--- src/hdl/bhbh_pkg.sv ---
// shared types, constants and handshake structs for the binary hash block histogram
// no dependencies; imported by bhbh_dp, bhbh_ctrl and the top module
package bhbh_pkg;

    // default geometry
    localparam int DEF_IMG_DIM      = 28;
    localparam int DEF_BLOCK_DIM    = 7;
    localparam int DEF_BLOCK_STEP   = 4;
    localparam int DEF_FILTER_COUNT = 8;
    localparam int DEF_BIN_COUNT    = 256;

    // field widths
    localparam int RESP_W     = 16;
    localparam int RESP_COUNT = 8;
    localparam int CODE_W     = 8;
    localparam int COUNT_W    = 6;
    localparam int BLKSEL_W   = 6;
    localparam int BINSEL_W   = 8;

    localparam logic [COUNT_W-1:0] COUNT_MAX = '1;

    // stream layout
    localparam int S_TUSER_W   = 2;
    localparam int BLKSEL_LSB  = RESP_COUNT * RESP_W;
    localparam int BINSEL_LSB  = BLKSEL_LSB + BLKSEL_W;
    localparam int S_TDATA_W   = 144;
    localparam int M_TDATA_W   = 8;

    typedef enum logic [S_TUSER_W-1:0] {
        ACT_PIXEL = 2'd0,
        ACT_READ  = 2'd1,
        ACT_CLEAR = 2'd2,
        ACT_NONE  = 2'd3
    } action_t;

    // controller to datapath
    typedef struct packed {
        logic take;        // input transaction accepted
        logic clr_step;    // write zero at the sweep address
        logic inc_step;    // read one histogram entry of the current pixel
        logic rd_issue;    // read the entry of a read item
        logic rd_capture;  // hold the read data
        logic out_load;    // move the held count to the output register
    } cmd_t;

    // datapath to controller
    typedef struct packed {
        logic clr_done;
        logic iter_live;
        logic iter_last;
        logic out_free;
    } status_t;

endpackage

--- src/hdl/bhbh_ctrl.sv ---
// controller: sequences clearing sweep, per-pixel increments and read items
// depends on bhbh_pkg
module bhbh_ctrl (
    input  logic                          aclk,
    input  logic                          aresetn,
    input  logic                          s_tvalid,
    output logic                          s_tready,
    input  logic [bhbh_pkg::S_TUSER_W-1:0] s_tuser,
    input  bhbh_pkg::status_t             status,
    output bhbh_pkg::cmd_t                cmd
);

    import bhbh_pkg::*;

    typedef enum logic [5:0] {
        ST_CLEAR   = 6'b000001,
        ST_IDLE    = 6'b000010,
        ST_INC     = 6'b000100,
        ST_RD_ADDR = 6'b001000,
        ST_RD_DATA = 6'b010000,
        ST_RD_OUT  = 6'b100000
    } state_t;

    state_t state_reg, state_next;

    always_comb begin
        state_next = state_reg;
        cmd        = '0;
        s_tready   = 1'b0;
        unique case (state_reg)
            ST_CLEAR: begin
                cmd.clr_step = 1'b1;
                if (status.clr_done) begin
                    state_next = ST_IDLE;
                end
            end
            ST_IDLE: begin
                s_tready = 1'b1;
                if (s_tvalid) begin
                    cmd.take = 1'b1;
                    unique case (action_t'(s_tuser))
                        ACT_PIXEL: state_next = ST_INC;
                        ACT_READ:  state_next = ST_RD_ADDR;
                        ACT_CLEAR: state_next = ST_CLEAR;
                        ACT_NONE:  state_next = ST_IDLE;
                    endcase
                end
            end
            ST_INC: begin
                cmd.inc_step = 1'b1;
                if (!status.iter_live || status.iter_last) begin
                    state_next = ST_IDLE;
                end
            end
            ST_RD_ADDR: begin
                cmd.rd_issue = 1'b1;
                state_next   = ST_RD_DATA;
            end
            ST_RD_DATA: begin
                cmd.rd_capture = 1'b1;
                state_next     = ST_RD_OUT;
            end
            ST_RD_OUT: begin
                if (status.out_free) begin
                    cmd.out_load = 1'b1;
                    state_next   = ST_IDLE;
                end
            end
            default: begin
                state_next = ST_CLEAR;
            end
        endcase
    end

    always_ff @(posedge aclk) begin
        if (!aresetn) begin
            state_reg <= ST_CLEAR;
        end else begin
            state_reg <= state_next;
        end
    end

endmodule

--- config.mk ---
export PLATFORM = sky130hd
export DESIGN_NAME = bhbh_ctrl
export DESIGN_NICKNAME = d
export VERILOG_FILES = /design/src/hdl/bhbh_pkg.sv /design/src/hdl/bhbh_ctrl.sv
export SDC_FILE = /design/constraint.sdc
export NUM_CORES = 1
export LEC_CHECK = 0
export BUFFER_PORTS_ARGS = -buffer_cell sky130_fd_sc_hd__buf_2
export CORE_MARGIN = 2
export CORE_UTILIZATION = 32
export CTS_BUF_LIST = sky130_fd_sc_hd__clkbuf_8
export CTS_CLUSTER_SIZE = 28
export DETAILED_ROUTE_END_ITERATION = 8
export GPL_ROUTABILITY_DRIVEN = 1
export GPL_TIMING_DRIVEN = 0
export PLACE_DENSITY = 0.61
export SLEW_MARGIN = 10
export SYNTH_ARGS = -nofsm -noshare
export SYNTH_HDL_FRONTEND = slang
export SYNTH_SLANG_ARGS = --single-unit
--- constraint.sdc ---
create_clock -name aclk -period 2.4 [get_ports aclk]
set_input_delay 0.48 -clock aclk [delete_from_list [all_inputs] [get_ports aclk]]
set_output_delay 0.48 -clock aclk [all_outputs]
set_load 0.02 [all_outputs]
==> results by group <==
Global routing
  – Largest net degree at the start of global routing: 11
  – GRT Residual Overflow: 0
  – GR Util All Layers: between 10 and 15%
  – Initial antenna violation count: 0
  – First-pass GRT wire length: around 2000 µm
  – Vias in the first global route: roughly 470

Synthesis
  – #FFs+latches synth: 6
  – Number of flops mapped to enable cells by yosys: 0
  – Synth area leaders: dfxtp_1 26%, nor3b_1 6.6%, or4_1 6.6%
  – Main synth FF type: dfxtp_1
  – Count leader, synth: nor2_1
  – Warnings from Yosys: 0
  – Sequential share of the synthesized area: about a quarter
  – Ys async rst share: 0%
  – Post-synth top area cell: dfxtp_1
  – Cells after Synth: 61
  – Post-Syn Area: 455 µm²
  – Synth Area per Inst: between 7 and 8 µm²
  – Yosys cell types: 28
  – Synth cell count leaders: 7 x nor2_1, 6 x dfxtp_1
  – Synth Net Count: 70
  – Yosys top cell area share: 26.4%

Route
  – Post-Route WL: between 1000 and 1500 µm
  – WL per Instance: 12.7 µm
  – Total number of vias: 527
  – Via density: 5.61
  – 1st-iter DRT viols: 8
  – DRT antenna net count: 0
  – Detailed Routing Iterations Pass 1: 4
  – Drc violations: 0

STA
  – Setup WS post-layout: 0.123 ns
  – Final hold slack: 0.531 ns
  – Final TNS setup: 0 ns
  – RSZ-0062 raised after global routing: false
  – Period utilisation layout: 94.9%
  – Worst Tran Pin Value: 0.449 ns
  – Upper clock frequency limit: 439 MHz
  – Setup Viol. Count Final: 0
  – Worst Skew: about 0.00055 ns
  – Max-Slew Margin vs Limit: a little over two thirds
  – Max-slew violations: 0
  – Crit path time final: 2.28 ns
  – Final hold vios: 0

Finish
  – Layout area overhead: 34.1%
  – Post-route insts no fill: 94
  – Fillcell total: 133
  – Diodes inserted: 0
  – Largest register FFs: 6
  – Layout cells sized above 1: a little over a quarter
  – Layout Nets: 90
  – Final core utilization: 46.3%

Critical path
  – Reg2Reg Depth: 4
  – WP data arrival: 1.80 ns
  – R2R setup slack: 0.38 ns
  – CP Class: register to primary output
  – End of the critical path: cmd[1]
  – CP max FO: 10
  – CP Launch Type: register
  – CP required: 1.92 ns
  – Crit. End Element: primary output
  – Worst Setup SP: state_reg[0]$_SDFFE_PN1P_
  – Reg-to-Reg Start: state_reg[3]$_SDFFE_PN0P_
  – Reg-to-reg endpoint: state_reg[2]$_SDFFE_PN0P_

Floorplan
  – Cell Rows: 13
  – Core ar.: 1320 µm²
  – Die area: 1740 µm²
  – Chip width: about 42 µm
  – Die Span Y: 41.7 µm
  – I/O Pins: 16
  – Initial core utilization: approximately 35%

Place
  – Port-buffer cells: 15
  – Placed cell count: 91
  – Dpl ws: 0.209 ns
  – RePlAce Congestion: 0.802
  – HPWL after DPL: 916 µm

Outcome
  – Status: completed

Clock tree
  – Max Buffers Root-to-Sink: 2
  – CTS tree: done
  – CTS H-Tree Depth: 1
  – Post-CTS Setup Inserts: 0
  – CTS Sinks: 6
  – CTS buffer count: 3
  – CTS clk-pin slew, worst paths: 0.04 ns
  – Clk Latency, worst-skew pair: roughly 0.22 ns
  – Clock root cell: clkbuf_8

Power
  – Peak supply drop: roughly 0.38 mV
  – Leakage power: 0.276 nW
  – Cell Pwr Density: 718 nW/µm²

Min path
  – Hold depth: 2
  – Hold Startpoint: aresetn
  – Hold Crit Class: primary input to register

Flow run
  – Max Cap Violations: 0
-- power breakdown --
part / leakage (nW) / switching (W) / internal (W) / total, W
logic: 0.206 / 0.000100 / 0.0000715 / 0.000172
registers: 0.0489 / 0.00000317 / 0.000110 / 0.000113
clock network: 0.0216 / 0.0000458 / 0.000108 / 0.000154
-- kinds of logic after synthesis --
kind of cell              count (synthesis)  share of synthesized area (%)
xor gates and xnor gates                  2                           3.85
DFF                                       6                           26.4
and+or+nand+nor                          34                           45.3
buffers and inverters                     8                           6.59
AOI/OAI and AO/OA                        11                           17.9
-- worst max-delay path, cell delays in order, from the launching register on --
cell and delay (ns):
dfxtp_1 0.30, clkbuf_1 0.20, or4_4 0.61, nor3b_4 0.26
buf_2 0.20
-- repair_timing --
item	4_1_cts	5_1_grt
cloned	0	0
resized for setup	1	3
setup endpoints to repair	1	2
hold buffers	0	0
-- worst min-delay path by stage --
stage / endpoint / slack, ns
after global routing: state_reg[1]$_SDFFE_PN0P_ / 0.53
after global placement: state_reg[4]$_SDFFE_PN0P_ / 0.72
final: state_reg[1]$_SDFFE_PN0P_ / 0.53
after CTS: state_reg[1]$_SDFFE_PN0P_ / 0.52
after floorplan: state_reg[1]$_SDFFE_PN0P_ / 0.60
after detailed placement: state_reg[4]$_SDFFE_PN0P_ / 0.72
-- metal layers --
layer	vias to the layer above	share of wire, %	track usage, %
li1	265	-	-
met1	248	47	17.4
met2	12	48	23.1
met3	2	3.4	2.61
met4	0	1.2	9.68
met5	-	0	0
-- cells in the final DEF (no fill, tap or decap), types with 2 or more instances in the layout --
cell,instances
buf_2,15
nor2_1,7
dfxtp_1,6
clkbuf_1,4
inv_1,4
and3_1,3
or4_1,3
nor3_1,3
clkbuf_8,3
nor2b_1,2
nor4_1,2
nand2_1,2
nor3b_1,2
o21a_1,2
xor2_1,2
o21ai_0,2
-- cell type report --
class / count / area [µm²] / share of cell area (%)
inverters: 4 / 15.0 / 2.46
plain buffers: 4 / 15.0 / 2.46
repair buffers: 15 / 75.1 / 12.3
multi-input cells: 47 / 325 / 53.3
flip-flops and latches: 6 / 120 / 19.7
clock buffers: 3 / 41.3 / 6.76
well taps: 15 / 18.8 / 3.07
-- stage by stage --
stage               instance area (µm²)  power, W
finish                              611  0.000438
global route                        611  0.000466
CTS                                 596  0.000436
detailed placement                  549  0.000276
global placement                    549  0.000275
floorplan                           455  0.000236
(Power assumes the default switching activity.)
